$ cat src/rtl/srsg_pkg.sv
// Shared types and constants of the stepper ramp step generator.
// Used by every module of the block; depends on nothing.
package srsg_pkg;

    localparam int SPEED_MAX_INT = 10000;
    localparam int PHASE_WRAP_INT = 10000;
    localparam int DECEL_DIV_INT = 20000;

    localparam logic [13:0] SPEED_MAX = 14'(SPEED_MAX_INT);
    localparam logic [14:0] PHASE_WRAP = 15'(PHASE_WRAP_INT);
    localparam logic [27:0] DECEL_DIV = 28'(DECEL_DIV_INT);
    localparam logic [30:0] LINE_MAX = 31'(SPEED_MAX_INT * SPEED_MAX_INT / DECEL_DIV_INT);

    localparam logic [1:0] DIR_STOP    = 2'd0;
    localparam logic [1:0] DIR_FWD     = 2'd1;
    localparam logic [1:0] DIR_REV     = 2'd2;
    localparam logic [1:0] DIR_REV_ALT = 2'd3;

    localparam logic [1:0] REG_TARGET_SPEED = 2'd0;
    localparam logic [1:0] REG_ACCEL_ENABLE = 2'd1;
    localparam logic [1:0] REG_RUN_FOREVER  = 2'd2;
    localparam logic [1:0] REG_CLOCK_MODE   = 2'd3;

    typedef enum logic {
        KIND_TICK = 1'b0,
        KIND_LOAD = 1'b1
    } kind_t;

    typedef struct packed {
        logic [13:0] target_speed;
        logic        accel_enable;
        logic        run_forever;
        logic        clock_mode;
    } cfg_t;

    typedef struct packed {
        kind_t       kind;
        logic [1:0]  direction;
        logic [30:0] step_count;
        logic [13:0] start_speed;
    } item_t;

    typedef struct packed {
        logic [1:0]         move_dir;
        logic [30:0]        remaining;
        logic signed [31:0] position;
        logic [13:0]        ramp_speed;
        logic [14:0]        phase;
        logic               accelerating;
        logic               decelerating;
        logic               clk_held;
        logic               dir_level;
    } state_t;

endpackage

$ cat src/rtl/stepper_ramp_step_generator_top.sv
// Stepper ramp step generator: one result transfer for every input transfer.
// An input transfer passes an input register, then the step logic and the result
// register. Throughput is one item per cycle while the output is not stalled by
// m_tready; the channel state updates as an item leaves the input register. A
// synchronous active-low reset clears the state, the configuration and both valid flags.
// Depends on srsg_pkg and srsg_step_core.
module stepper_ramp_step_generator_top (
    input  logic        aclk,
    input  logic        aresetn,
    input  logic        s_tvalid,
    output logic        s_tready,
    input  logic [47:0] s_tdata,  // direction[1:0], step_count[32:2], start_speed[46:33]
    input  logic        s_tuser,  // kind
    output logic        m_tvalid,
    input  logic        m_tready,
    output logic [87:0] m_tdata,  // step_pulse, dir_pin, clock_level, position[34:3],
                                  // steps_left[65:35], busy_res, current_speed[80:67]
    input  logic        cfg_we,
    input  logic [1:0]  cfg_index,
    input  logic [13:0] cfg_wdata
);

    srsg_pkg::cfg_t   cfg_reg;
    srsg_pkg::state_t state_reg;
    srsg_pkg::state_t state_next;
    srsg_pkg::item_t  item_reg;
    logic             in_valid_reg;
    logic             out_valid_reg;
    logic [87:0]      out_data_reg;
    logic [87:0]      out_data_next;
    logic             step;
    logic             advance;

    assign advance  = in_valid_reg && (!out_valid_reg || m_tready);
    assign s_tready = !in_valid_reg || advance;
    assign m_tvalid = out_valid_reg;
    assign m_tdata  = out_data_reg;

    always_ff @(posedge aclk) begin
        if (!aresetn) begin
            cfg_reg <= '0;
        end else if (cfg_we) begin
            case (cfg_index)
                srsg_pkg::REG_TARGET_SPEED: cfg_reg.target_speed <= cfg_wdata;
                srsg_pkg::REG_ACCEL_ENABLE: cfg_reg.accel_enable <= cfg_wdata[0];
                srsg_pkg::REG_RUN_FOREVER:  cfg_reg.run_forever  <= cfg_wdata[0];
                srsg_pkg::REG_CLOCK_MODE:   cfg_reg.clock_mode   <= cfg_wdata[0];
                default: ;
            endcase
        end
    end

    always_ff @(posedge aclk) begin
        if (!aresetn) begin
            in_valid_reg <= 1'b0;
        end else if (s_tvalid && s_tready) begin
            in_valid_reg <= 1'b1;
        end else if (advance) begin
            in_valid_reg <= 1'b0;
        end
    end

    always_ff @(posedge aclk) begin
        if (s_tvalid && s_tready) begin
            item_reg.kind        <= srsg_pkg::kind_t'(s_tuser);
            item_reg.direction   <= s_tdata[1:0];
            item_reg.step_count  <= s_tdata[32:2];
            item_reg.start_speed <= s_tdata[46:33];
        end
    end

    srsg_step_core u_core (
        .cfg        (cfg_reg),
        .state      (state_reg),
        .item       (item_reg),
        .state_next (state_next),
        .step       (step)
    );

    assign out_data_next = {7'd0,
                            state_next.ramp_speed,
                            state_next.move_dir != srsg_pkg::DIR_STOP,
                            state_next.remaining,
                            state_next.position,
                            state_next.clk_held,
                            state_next.dir_level,
                            step};

    always_ff @(posedge aclk) begin
        if (!aresetn) begin
            state_reg <= '0;
        end else if (advance) begin
            state_reg <= state_next;
        end
    end

    always_ff @(posedge aclk) begin
        if (!aresetn) begin
            out_valid_reg <= 1'b0;
        end else if (advance) begin
            out_valid_reg <= 1'b1;
        end else if (m_tready) begin
            out_valid_reg <= 1'b0;
        end
    end

    always_ff @(posedge aclk) begin
        if (advance) begin
            out_data_reg <= out_data_next;
        end
    end

    a_phase_bound: assert property (@(posedge aclk) disable iff (!aresetn)
        state_reg.phase < srsg_pkg::PHASE_WRAP)
        else $error("phase accumulator left its range");

    a_speed_bound: assert property (@(posedge aclk) disable iff (!aresetn)
        state_reg.ramp_speed <= srsg_pkg::SPEED_MAX)
        else $error("ramped speed above the maximum");

    a_ramp_exclusive: assert property (@(posedge aclk) disable iff (!aresetn)
        !(state_reg.accelerating && state_reg.decelerating))
        else $error("accelerating and decelerating at once");

    a_step_busy: assert property (@(posedge aclk) disable iff (!aresetn)
        advance && step |=> out_data_reg[66] && state_reg.move_dir != srsg_pkg::DIR_STOP)
        else $error("step issued without an active move");

endmodule

$ cat src/rtl/srsg_decel_check.sv
// Deceleration line test: steps left below speed squared over 20000.
// Depends on srsg_pkg for the constants.
module srsg_decel_check (
    input  logic [13:0] speed,
    input  logic [30:0] steps_left,
    output logic        start_decel
);

    logic [27:0] speed_sq;
    logic [27:0] line_lhs;
    logic        below_max;

    assign speed_sq  = 28'(speed) * 28'(speed);
    assign below_max = steps_left < srsg_pkg::LINE_MAX;
    assign line_lhs  = (28'(steps_left[12:0]) + 28'd1) * srsg_pkg::DECEL_DIV;

    assign start_decel = below_max && (line_lhs <= speed_sq);

endmodule

$ cat src/rtl/srsg_step_core.sv
// Next-state logic for one tick or load item of the stepper channel.
// Depends on srsg_pkg and srsg_decel_check.
module srsg_step_core (
    input  srsg_pkg::cfg_t   cfg,
    input  srsg_pkg::state_t state,
    input  srsg_pkg::item_t  item,
    output srsg_pkg::state_t state_next,
    output logic             step
);

    logic [13:0] tgt;
    logic [13:0] ramped;
    logic        acc_ramped;
    logic [13:0] line_speed;
    logic [30:0] remaining_dec;
    logic        start_decel;

    assign tgt = (cfg.target_speed > srsg_pkg::SPEED_MAX) ? srsg_pkg::SPEED_MAX
                                                          : cfg.target_speed;
    assign remaining_dec = state.remaining - 31'd1;

    always_comb begin
        ramped     = state.ramp_speed;
        acc_ramped = state.accelerating;
        if (state.accelerating) begin
            if (ramped < tgt) begin
                ramped = ramped + 14'd1;
            end else begin
                acc_ramped = 1'b0;
            end
        end
        if (!cfg.run_forever && state.decelerating && ramped > 14'd1) begin
            ramped = ramped - 14'd1;
        end
        line_speed = cfg.accel_enable ? ramped : state.ramp_speed;
    end

    srsg_decel_check u_decel (
        .speed       (line_speed),
        .steps_left  (remaining_dec),
        .start_decel (start_decel)
    );

    always_comb begin
        logic [14:0] sum;
        logic        halted;
        state_next = state;
        step       = 1'b0;
        sum        = '0;
        halted     = 1'b0;
        if (item.kind == srsg_pkg::KIND_LOAD) begin
            state_next.move_dir     = item.direction;
            state_next.remaining    = item.step_count;
            state_next.ramp_speed   = (item.start_speed > srsg_pkg::SPEED_MAX)
                                      ? srsg_pkg::SPEED_MAX : item.start_speed;
            state_next.accelerating = 1'b1;
            state_next.decelerating = 1'b0;
        end else if (state.move_dir != srsg_pkg::DIR_STOP) begin
            if (cfg.accel_enable) begin
                state_next.ramp_speed   = ramped;
                state_next.accelerating = acc_ramped;
                sum = state.phase + 15'(ramped);
            end else begin
                sum = state.phase + 15'(tgt);
            end
            if (sum >= srsg_pkg::PHASE_WRAP) begin
                state_next.phase = sum - srsg_pkg::PHASE_WRAP;
                if (!cfg.run_forever) begin
                    if (state.remaining != 31'd0) begin
                        state_next.remaining = remaining_dec;
                        if (!state.decelerating && start_decel) begin
                            state_next.decelerating = 1'b1;
                            state_next.accelerating = 1'b0;
                        end
                    end else begin
                        state_next.move_dir = srsg_pkg::DIR_STOP;
                        halted = 1'b1;
                    end
                end
                if (!halted) begin
                    if (state.move_dir == srsg_pkg::DIR_FWD) begin
                        state_next.dir_level = 1'b0;
                        state_next.position  = state.position + 32'sd1;
                    end else begin
                        state_next.dir_level = 1'b1;
                        state_next.position  = state.position - 32'sd1;
                    end
                    if (cfg.clock_mode) begin
                        state_next.clk_held = !state.clk_held;
                    end
                    step = 1'b1;
                end
            end else begin
                state_next.phase = sum;
            end
        end
    end

endmodule

$ cat config.mk
export PLATFORM = sky130hd
export DESIGN_NAME = stepper_ramp_step_generator_top
export DESIGN_NICKNAME = d
export VERILOG_FILES = /design/src/rtl/srsg_pkg.sv /design/src/rtl/stepper_ramp_step_generator_top.sv /design/src/rtl/srsg_decel_check.sv /design/src/rtl/srsg_step_core.sv
export SDC_FILE = /design/constraint.sdc
export NUM_CORES = 1
export LEC_CHECK = 0
export BUFFER_PORTS_ARGS = -buffer_cell sky130_fd_sc_hd__buf_2
export CAP_MARGIN = 5
export CORE_ASPECT_RATIO = 0.5
export CORE_MARGIN = 10
export CORE_UTILIZATION = 35
export CTS_CLUSTER_DIAMETER = 40
export DETAILED_ROUTE_END_ITERATION = 6
export GPL_ROUTABILITY_DRIVEN = 0
export PLACE_DENSITY = 0.57
export SLEW_MARGIN = 30
export SYNTH_ARGS = -nofsm -noshare
export SYNTH_HDL_FRONTEND = slang
export SYNTH_SLANG_ARGS = --single-unit
$ cat constraint.sdc
create_clock -name aclk -period 12.5 [get_ports aclk]
set_clock_uncertainty 0.15 [all_clocks]
set_input_delay 2.5 -clock aclk [delete_from_list [all_inputs] [get_ports aclk]]
set_output_delay 2.5 -clock aclk [all_outputs]
set_load 0.02 [all_outputs]
* Word level (Yosys, flattened, before mapping) *
Index checks and enable logic that the tools add are counted.

storage, ports and cells
  register bits = 246
  logic and storage cells = 120

operators by class
  $add $sub $neg = 9
  multipliers = 2
  order comparisons = 7
  equal/unequal tests = 5
  muxes and demuxes = 42
  bitwise operators = 3
  reductions and logical operators = 31

operators with widths
  cell                                                           count
  two-way mux 14 bit                                             7
  two-way mux 98 bit                                             1
  two-way mux 32 bit                                             3
  two-way mux 33 bit                                             2
  two-way mux 65 bit                                             1
  two-way mux 15 bit                                             4
  adder 32 x 2 -> 32 bit (second input constant)                 1
  subtractor 32 x 2 -> 32 bit (second input constant)            1
  less-than comparator 31 x 13 -> 1 bit (second input constant)  1
  two-way mux 31 bit                                             1
  nonzero test 31 bit                                            1
  subtractor 31 x 1 -> 31 bit (second input constant)            1
  adder 15 x 14 -> 15 bit                                        2
  > comparator 14 bit (second input constant)                    2
  less-or-equal comparator 28 bit                                1
  multiplier 14 x 14 -> 28 bit                                   1
  multiplier 14 x 10 -> 23 bit (second input constant)           1
  nonzero test 2 bit                                             8
  >= comparator 15 x 14 -> 1 bit (second input constant)         1
  two-way mux 1 bit                                              15
  subtractor 15 x 14 -> 15 bit (second input constant)           1
  adder 13 x 1 -> 14 bit (second input constant)                 1
  adder 14 x 1 -> 14 bit (second input constant)                 1
  > comparator 14 x 1 -> 1 bit (second input constant)           1
  16 further kinds                                               40

* Logic depth before layout (Yosys ltp) *
Gate-level depths: netlist (run 1).

  depth in word-level cells = 21
  depth in mapped cells = 65
  depth with buffers taken out = 64

* Modules after synthesis *
Synthesis (run 1) repeated with hierarchy kept, for this count alone.

second synthesis, totals
  cell total of the unflattened synthesis = 2657
  area total of the unflattened synthesis = 23847.9 sq um

by module, submodules not included
  module                           times used  cells an instance  area an instance (sq um)
  srsg_decel_check                 1           1005               8665.8
  stepper_ramp_step_generator_top  1           648                8534.4
  srsg_step_core                   1           1004               6647.6

* Worst setup path after synthesis (run 1) *
OpenSTA, ideal clock, no wires.

  path kind = reg2reg
  start point = register cfg_reg[3] in the netlist's numbering
  end point = register state_reg[3] in the netlist's numbering
  data arrival time = 12324 ps
  setup slack = -94 ps
  cell stages (with the launch flop) = 62
  buffers on the path = 2
  period minus slack after synthesis = 12594 ps
  path through = dfxtp_1 -> o41ai_1 -> a21oi_1 -> nor3_1 -> nand2b_1 -> nand2_1 -> ha_1 -> a21o_1 -> a221o_1 -> a2111oi_4 -> o21a_1 -> buf_2 -> xnor2_1 -> inv_1 -> ha_1 -> nor2_1 -> and3b_1 -> mux2i_1 -> [... 26 more ...] -> o21ai_0 -> a21oi_1 -> xor2_1 -> ha_1 -> a21o_1 -> a21o_1 -> a21o_1 -> a21oi_1 -> nor2b_1 -> o21ai_0 -> nand2b_1 -> a221oi_1 -> o31a_1 -> a41oi_1 -> nor4_1 -> a21oi_1 -> o21ai_1 -> a21boi_1

on the way
  word-level cells in the longest chain between the ends = 19

RTL lines
  what                          RTL line                               source
  from (decl)                   stepper_ramp_step_generator_top.sv:23  srsg_pkg::cfg_t cfg_reg;
  > comparator 14 bit           srsg_step_core.sv:18                   assign tgt = (cfg.target_speed > srsg_pkg::SPEED_MAX) ? srsg_pkg::SPEED_MAX
  two-way mux 14 bit (*)        srsg_step_core.sv:18
  less-than comparator 14 bit   srsg_step_core.sv:26                   if (ramped < tgt) begin
  two-way mux 14 bit            srsg_step_core.sv:26
  two-way mux 14 bit            srsg_step_core.sv:25                   if (state.accelerating) begin
  > comparator 14 x 1 -> 1 bit  srsg_step_core.sv:32                   if (!cfg.run_forever && state.decelerating && ramped > 14'd1) begin
  logical AND 1 bit             srsg_step_core.sv:32
  two-way mux 14 bit            srsg_step_core.sv:32
  [... 3 more ...]              -
  logical AND 1 bit             srsg_decel_check.sv:17                 assign start_decel = below_max && (line_lhs <= speed_sq);
  logical AND 1 bit             srsg_step_core.sv:71                   if (!state.decelerating && start_decel) begin
  two-way mux 2 bit             srsg_step_core.sv:71
  two-way mux 2 bit             srsg_step_core.sv:69                   if (state.remaining != 31'd0) begin
  two-way mux 2 bit             srsg_step_core.sv:68                   if (!cfg.run_forever) begin
  two-way mux 4 bit (*)         srsg_step_core.sv:66                   if (sum >= srsg_pkg::PHASE_WRAP) begin
  two-way mux 98 bit (*)        srsg_step_core.sv:58                   end else if (state.move_dir != srsg_pkg::DIR_STOP) begin
  two-way mux 2 bit (*)         srsg_step_core.sv:51                   if (item.kind == srsg_pkg::KIND_LOAD) begin
  to (signal assigned)          stepper_ramp_step_generator_top.sv:93  state_reg <= state_next;
  to (decl)                     stepper_ramp_step_generator_top.sv:24  srsg_pkg::state_t state_reg;

Every way passes the cells marked *; elsewhere a longest branch is shown, timed or not. The select of a mux whose other input is x is not followed.
A chain may end at the register's enable or synchronous reset.

* Worst setup path in the final report (run 1) *
Ends and elaborated chain as after synthesis.

==> results.txt, run 1 <==
The library cell contributing the largest single delay on the critical path is fa_2. The H-tree was split into 2 levels. The critical path required time came out at 12790 ps. The run finished with clean final reports. The leakage power summed over all cells is 13.1 nW. The leftover overflow at the end of global routing came out at 0.

Synthesis produced 2601 cells. 160 I/O pins were placed. The clock network accounts for 24.2% of the total power. The hold buffer count at cts came out at 0.

The measured slew at the worst slew-check pin is 926 ps. The worst setup path is launched from a register. The total cell area at the placement stage is 0.0263 mm2. Yosys printed 0 warnings. The combinational share of power is 56.0%.

CTS saw 246 sinks. The clock passes through at most 3 buffers. The cell area after synthesis came out at 0.0233 mm2. The number of flip-flops in the largest register is 98.

The residual DRC count came out at 0. The routed wire length per instance is 16.7 um. Global routing consumed, on the met3 layer, 1.81% of the routing resources. The first global-routing pass estimated 102000 um of wire. The fraction of final layout cells with drive strength greater than 1 came out at 21.2%. Entering global routing, the biggest net connects 119 pins. The critical-path maximum fanout is 4.

The tree is rooted in a clkbuf_16. The power density over cell area is 161 mW/mm2. Counting distinct cell types in the post-synthesis netlist gives 93.

The number of synthesized flops with an enable pin is 129. Detailed routing inserted a total of 19449 vias. The worst path needs 12400 ps of the cycle, external delays included. Measured along the x axis, the die boundary spans 385 um. The die extent in y came out at 202 um. The count of buffers inserted at the top-level ports is 151. Hold is met by 322 ps. The half-perimeter wire length after placement is 49400 um. Compared with the post-synthesis result, the final layout area differs by 21.9%. The share of total power dissipated in sequential elements is 19.9%. Once detail routing completed, the nets flagged for antenna violations numbered 0. For this run, the leading register cell type out of synthesis is edfxtp_1. TritonCTS created 39 clock buffers. The global routing usage on met1 came out at 20.5%. The portion of the clock cycle consumed by the worst path in the final layout is 99.2%.

The via density per instance came out at 5.07. The number of nets in the final layout came out at 3365. Clock-pin slew was measured on the worst setup and hold paths at 60 ps. The maximum resistive drop on vdd came out at 0.000278 V. Cell internal power was estimated by the tool at 2.73 mW. The proportion of total power due to net switching is 40.4%. The number of global-route vias before repair was 19074. Setup repair after global routing could not meet its margin everywhere.

For the worst setup path, the data arrival time is 12700 ps. The cell row count came out at 66. The met2 usage in global routing came out at 27.7%. For this run, the top clock speed supported by timing is 80.6 MHz. The placeable core area came out at 0.0655 mm2.

The number of antenna violations at the first check in global routing was 4. Measured against its own limit, the worst slew margin works out to 38.3%. The top cell types in the final layout, fill and taps aside, are nand2_1, inv_1, buf_4, ha_1, nor2_1. The delay of the slowest cell on the worst path is 610 ps. The count of max-cap constraint violations is 0.

The worst setup path is captured at a register. The type of the setup path with the least slack is reg -> reg. The iteration-0 DRC count of the detailed router is 1129. The library cell used most frequently in the layout, excluding fill and tap cells, is nand2_1. The effective utilization at floorplan is 35.6%.

The finished cells cover 0.0284 mm2. In this run the worst hold path is classified as reg -> reg. The average instance in the mapped netlist occupies 8.96 um2. By instance count, the cell type seen most on the critical path is a21oi_2.

The count of pins over their slew limit came out at 0. The iteration count of the initial detailed-routing pass came out at 5. At the later pin of the worst-skew pair, clock insertion delay measures 560 ps.

The reported net switching power is 1.85 mW. After global routing, the most crowded layer is met2. The final core utilization came out at 43.4%. The total die area is 0.0779 mm2.

The count of state elements after synthesis came out at 246. The power after layout came out at 4.58 mW. TritonCTS built the clock tree. The sequential cell area fraction in the yosys report came out at 26.7%. The count of final setup violators is 0. The number of hold violations in the final report came out at 0.

For this run, asynchronously set or reset flops after synthesis account for 0%. The routed wire length came out at 64100 um. Across every metal layer, demand over resource in global routing totals 15.9%.
==> layout make-up <==
cell class,instances,area (um2)
Antenna cell,3,7.51
Inverter,289,1090
Fill cell,6305,37100
Clock buffer,49,1120
Clock inverter,23,228
Timing Repair Buffer,389,2590
Multi-Input combinational cell,1950,16100
Sequential cell,246,6220
Tap cell,884,1110
==> final timing paths <==
kind / endpoint / from / slack (ps) / depth (start not counted)
setup / recovery: state_reg[3]$_SDFFE_PN0P_ / cfg_reg[3]$_SDFFE_PN0P_ / 100 / 59
hold / removal: state_reg[7]$_SDFFE_PN0P_ / state_reg[7]$_SDFFE_PN0P_ / 320 / 2
setup reg to reg: state_reg[3]$_SDFFE_PN0P_ / cfg_reg[3]$_SDFFE_PN0P_ / 100 / 59
hold reg to reg: state_reg[7]$_SDFFE_PN0P_ / state_reg[7]$_SDFFE_PN0P_ / 320 / 2
==> routing by layer <==
layer	vias up	share of wire, %	wire length, um
met5	-	0	0
met2	383	49	31500
li1	9597	-	-
met1	9378	45	28600
met3	91	3.9	2470
met4	0	2.4	1550
==> through the flow <==
step,TNS (ps),instances,worst slack (ps)
2_1_floorplan,0,2607,28.4
3_3_place_gp,-1200,3733,-656
3_5_place_dp,-1330,3733,-723
4_1_cts,0,3813,2.02
5_1_grt,-918,3833,-491
6_report,0,3833,96.5
==> critical path: cells and delay by family (launching register included) <==
family,cells,cell delay [ps]
adders and majority gates,10,3830
buffers and inverters,7,640
AOI/OAI and AO/OA,25,4490
muxes,2,560
and+or+nand+nor,12,1640
xor gates and xnor gates,3,640
DFF,1,350
==> cell usage after synthesis (67+ instances only) <==
master | count | area [um2]
inv_1 | 279 | 1050
nor2_1 | 165 | 619
fa_1 | 150 | 3000
xor2_1 | 67 | 587
nand2_1 | 301 | 1130
o21ai_0 | 141 | 706
dfxtp_1 | 117 | 2340
clkbuf_1 | 88 | 330
ha_1 | 230 | 2880
a21oi_1 | 94 | 470
edfxtp_1 | 129 | 3870
xnor2_1 | 109 | 955
==> what timing repair did <==
action,4_1_cts,5_1_grt
setup buffers,8,17
setup endpoints to repair,2,2
pin swaps,20,75
endpoints found under the hold margin,0,0
gates resized for setup,28,80
==> cells by family after synthesis <==
| kind of cell | share of synthesized area, % |
|---|---|
| AO/OA/AOI/OAI | 15.8 |
| XOR/XNOR | 6.96 |
| adder cells (fa/ha/maj) | 25.2 |
| buffers and inverters | 6.86 |
| flip-flops | 26.7 |
| multiplexers | 2.45 |
| other | 0.0161 |
| AND/OR/NAND/NOR | 16.0 |
==> power by group through the flow <==
stage               Clock, mW  Sequential, mW  Combinational (mW)
global placement            0           0.927                2.43
global route             1.17           0.914                2.98
floorplan                   0           0.934                1.84
detailed placement          0           0.927                2.43
CTS                      1.13           0.911                2.52
finish                   1.11           0.911                2.57
Note: power is estimated with default switching activity, not from simulation.
==> run 2: changes to the inputs <==
--- a/config.mk
+++ b/config.mk
@@ -17,4 +17,5 @@
 export SLEW_MARGIN = 30
 export SYNTH_ARGS = -nofsm -noshare
 export SYNTH_HDL_FRONTEND = slang
+export SYNTH_HIERARCHICAL = 1
 export SYNTH_SLANG_ARGS = --single-unit
==> run 2 against run 1 <==
Global-route usage fell by 1.1 points. Area after synthesis increased by 2.3%. Design area down 4.2%. Critical path depth is 12 lower. Sequential share of layout area increased by 0.93 points. Combinational power up 55%. Largest power group unchanged.
==> results.txt, run 2 <==
The number of global-route vias before repair is 18970 (was 19074). The iteration-0 DRC count of the detailed router came out at 1201 (was 1129). The summed negative setup slack over all endpoints was 0 ps (unchanged). The complex-gate fraction of the synthesized area came out at 11.7% (was 15.8%).

The number of clock sinks came out at 246 (unchanged). The worst flop-to-flop path startpoint is cfg_reg[3]$_SDFFE_PN0P_ (unchanged). The placement-stage worst setup slack is 31.3 ps (was -723 ps). The count of pins over their slew limit came to 0 (unchanged). The worst-skew pair later-pin latency came out at 560 ps (about the same). The iteration count of the initial detailed-routing pass came out at 5 (unchanged). The detailed-route via count came out at 19017 (was 19449). The H-tree depth reported by CTS is 2 (unchanged). The number of hold violations in the final report is 0 (unchanged).

The arrival time at the worst endpoint came out at 12070 ps (was 12700 ps). The number of top-level pins came to 160 (unchanged). The die extent in x came out at 389 um (was 385 um). The count of unique library cells instantiated by Yosys was 97 (was 93). The residual DRC count came to 0 (unchanged). The maximum resistive drop on vdd was 0.000474 V (was 0.000278 V).

The count of state elements after synthesis came to 246 (unchanged). The cell area after synthesis came out at 0.0238 mm2 (was 0.0233 mm2). The part of the total power dissipated in sequential elements came out at 15.0% (was 19.9%). The number of antenna violations at the first check in global routing is 1 (was 4).

The startpoint of the most critical hold path is state_reg[0]$_SDFFE_PN0P_ (was state_reg[7]$_SDFFE_PN0P_). The critical path required time is 12780 ps (was 12790 ps). The type of the setup path with the least slack is reg -> reg (unchanged). The placeable core area came out at 0.0672 mm2 (was 0.0655 mm2). The time the worst path needs with I/O delays and setup came out at 11790 ps (was 12400 ps).

Top library cells by usage in the layout, fill and taps aside: nand2_1, inv_1, ha_1, buf_2, fa_1 (was nand2_1, inv_1, buf_4, ha_1, nor2_1). The headroom to the max-slew limit is 41.4% (was 38.3%). The number of buffers inserted during clock tree synthesis is 39 (unchanged).

The proportion of netlist area held by the largest area contributor came out at 16.2% (was 16.6%). The count of buffers inserted at the top-level ports is 151 (unchanged). The fmax is 84.8 MHz (was 80.6 MHz). The count of max-cap constraint violations is 0 (unchanged).

The delay of the slowest cell on the worst path is 550 ps (was 610 ps). The total of warnings raised by yosys is 6 (was 0). The wire length of the first global-routing pass is 98500 um (was 102000 um).

The layout overhead on the synthesized area came out at 14.2% (was 21.9%). The leakage power summed over all cells is 12.4 nW (was 13.1 nW). The number of flip-flops in the largest register is 98 (unchanged). The die extent in y is 205 um (was 202 um).

The instance count of the mapped netlist was 2657 (was 2601). The sequential cell area fraction in the yosys report came out at 26.1% (was 26.7%). The library cell contributing the largest single delay on the critical path was fa_1 (was fa_2).

The count of final setup violators is 0 (unchanged). The routed wire length per instance is 16.1 um (was 16.7 um). The mux contribution to synthesized area came to 6.12% (was 2.45%). The master cell of the clock root buffer is clkbuf_16 (unchanged). The portion of the clock cycle consumed by the worst path in the final layout came out at 94.3% (was 99.2%). The post-synthesis share of cell area spent on and, or, nand and nor gates came out at 17.3% (was 16.0%). The number of nets in the final layout was 3257 (was 3365).

The worst min-delay path class is reg -> reg (unchanged). The power density over cell area is 222 mW/mm2 (was 161 mW/mm2). The measured slew at the worst slew-check pin is 868 ps (was 926 ps). The internal power component is 3.39 mW (was 2.73 mW). The maximum buffer depth of the clock tree is 3 (unchanged). The residual antenna-violating net count after detailed routing was 0 (unchanged). Top cells by area in the synthesized netlist: edfxtp_1, ha_1, fa_1, dfxtp_1, nand2_1 (was edfxtp_1, fa_1, ha_1, dfxtp_1, nand2_1).

The sort of element at the end of the critical path is a register (unchanged). The average cell area after synthesis came to 8.98 um2 (was 8.96 um2). The critical-path maximum fanout came out at 16 (was 4). The most frequent standard cell in the layout excluding fill and tap cells was nand2_1 (unchanged). The effective utilization at floorplan came out at 35.5% (was 35.6%). The async set-or-reset flop fraction in the synthesized netlist came out at 0% (unchanged). The largest family of logic cells by synthesized area is adder cells (unchanged). The total die area is 0.0796 mm2 (was 0.0779 mm2). The global-route total usage across every layer is 14.8% (was 15.9%). The final instance count without filler cells came out at 3730 (was 3833). The final worst setup slack was 713 ps (was 96.5 ps). The clock transition at the register clock pins on the worst setup and hold paths after CTS is 60 ps (about the same). The adder-cell area share of the yosys netlist was 24.9% (was 25.2%). Run status: finished clean (unchanged). The half-perimeter wire length after placement is 46300 um (was 49400 um). The number of synthesized flops with an enable pin is 129 (unchanged). The leftover overflow at the end of global routing is 0 (unchanged). The clock network power share came out at 19.0% (was 24.2%).

The fraction of final layout cells with drive strength greater than 1 is 13.0% (was 21.2%). Setup repair after global routing missed its margin: false (was true). The filler cell count came out at 6824 (was 6305). The clock tree from TritonCTS is built (unchanged). The cell type with the largest total area after synthesis was edfxtp_1 (unchanged). The startpoint of the most critical setup path is cfg_reg[3]$_SDFFE_PN0P_ (unchanged). The routed wire length is 60200 um (was 64100 um).

The most repeated cell in the gate-level netlist after synthesis is nand2_1 (unchanged). The post-synthesis xor/xnor area fraction is 7.01% (was 6.96%). The combinational share of power is 65.9% (was 56.0%). The proportion of total power due to net switching came out at 43.9% (was 40.4%). The reported net switching power is 2.66 mW (was 1.85 mW).

The via density per instance is 5.10 (was 5.07). The cell row count is 67 (was 66). Top cell types by occurrence after synthesis: nand2_1, inv_1, ha_1, fa_1, edfxtp_1 (was nand2_1, inv_1, ha_1, nor2_1, fa_1).

The type of element launching the critical path is a register (unchanged). The maximum number of pins on one net before global-route repair is 150 (was 119). The dominant synthesized flop cell is edfxtp_1 (unchanged).

The post-placement cell count is 3650 (was 3733). The critical path's most frequent cell is fa_1 (was a21oi_2). The hold buffer count at cts came out at 0 (unchanged).
run 2: timing repair:
action | 4_1_cts | 5_1_grt
setup endpoints to repair | 0 | 2
setup buffers | 0 | 5
endpoints found under the hold margin | 0 | 0
resized for setup | 0 | 22
run 2: critical path, delay by kind of cell, from the launching register on:
family	cells	cell delay, ps
AND/OR/NAND/NOR	13	1930
flip-flops	1	330
multiplexers	2	420
AO/OA/AOI/OAI	15	3610
adder cells (fa/ha/maj)	10	4330
buffers and inverters	6	760
XOR/XNOR	1	130
run 2: area by class of cell:
cell class	instances	area, um2	area share, %
clock inverters	28	390	1.43
diodes	1	2.50	0.00919
clock buffers	44	1000	3.69
multi-input cells	2014	16100	59.1
repair buffers	207	1290	4.73
flip-flops and latches	246	6220	22.8
well taps	897	1120	4.12
inverters	293	1100	4.06
run 2: logic make-up after synthesis:
kind of cell | count (synthesis)
simple gates | 873
compound gates | 415
buf+inv | 403
fa+ha+maj | 386
flops | 246
xor+xnor | 191
mux | 142
other cells | 1
run 2: worst paths after layout:
path                               end  slack [ps]  cells past startpoint
min reg2reg  state_reg[0]$_SDFFE_PN0P_         310                      2
max reg2reg  state_reg[3]$_SDFFE_PN0P_         710                     47
max          state_reg[3]$_SDFFE_PN0P_         710                     47
min          state_reg[0]$_SDFFE_PN0P_         310                      2
run 2: power groups by stage:
stage | logic, mW | registers [mW] | clock network [mW]
6_report | 3.99 | 0.909 | 1.15
5_1_grt | 4.67 | 0.912 | 1.22
2_1_floorplan | 3.18 | 0.932 | 0
3_5_place_dp | 3.99 | 0.926 | 0
3_3_place_gp | 3.92 | 0.926 | 0
4_1_cts | 4.02 | 0.909 | 1.18
run 2: through the flow:
step / hold slack, ps / cell area, um2 / util (%) / power [mW]
2_1_floorplan: 284 / 23900 / - / 4.11
3_3_place_gp: 293 / 25600 / 38.1 / 4.85
3_5_place_dp: 308 / 25600 / 38.2 / 4.91
4_1_cts: 316 / 27000 / 40.2 / 6.11
5_1_grt: 347 / 27200 / 40.5 / 6.80
6_report: 309 / 27200 / 40.5 / 6.05
run 2: metal layers:
layer / track usage [%] / part of all wire, %
met1: 19.0 / 45
met2: 26.6 / 50
met3: 1.55 / 4.1
met4: 3.25 / 1.7
met5: 0 / 0
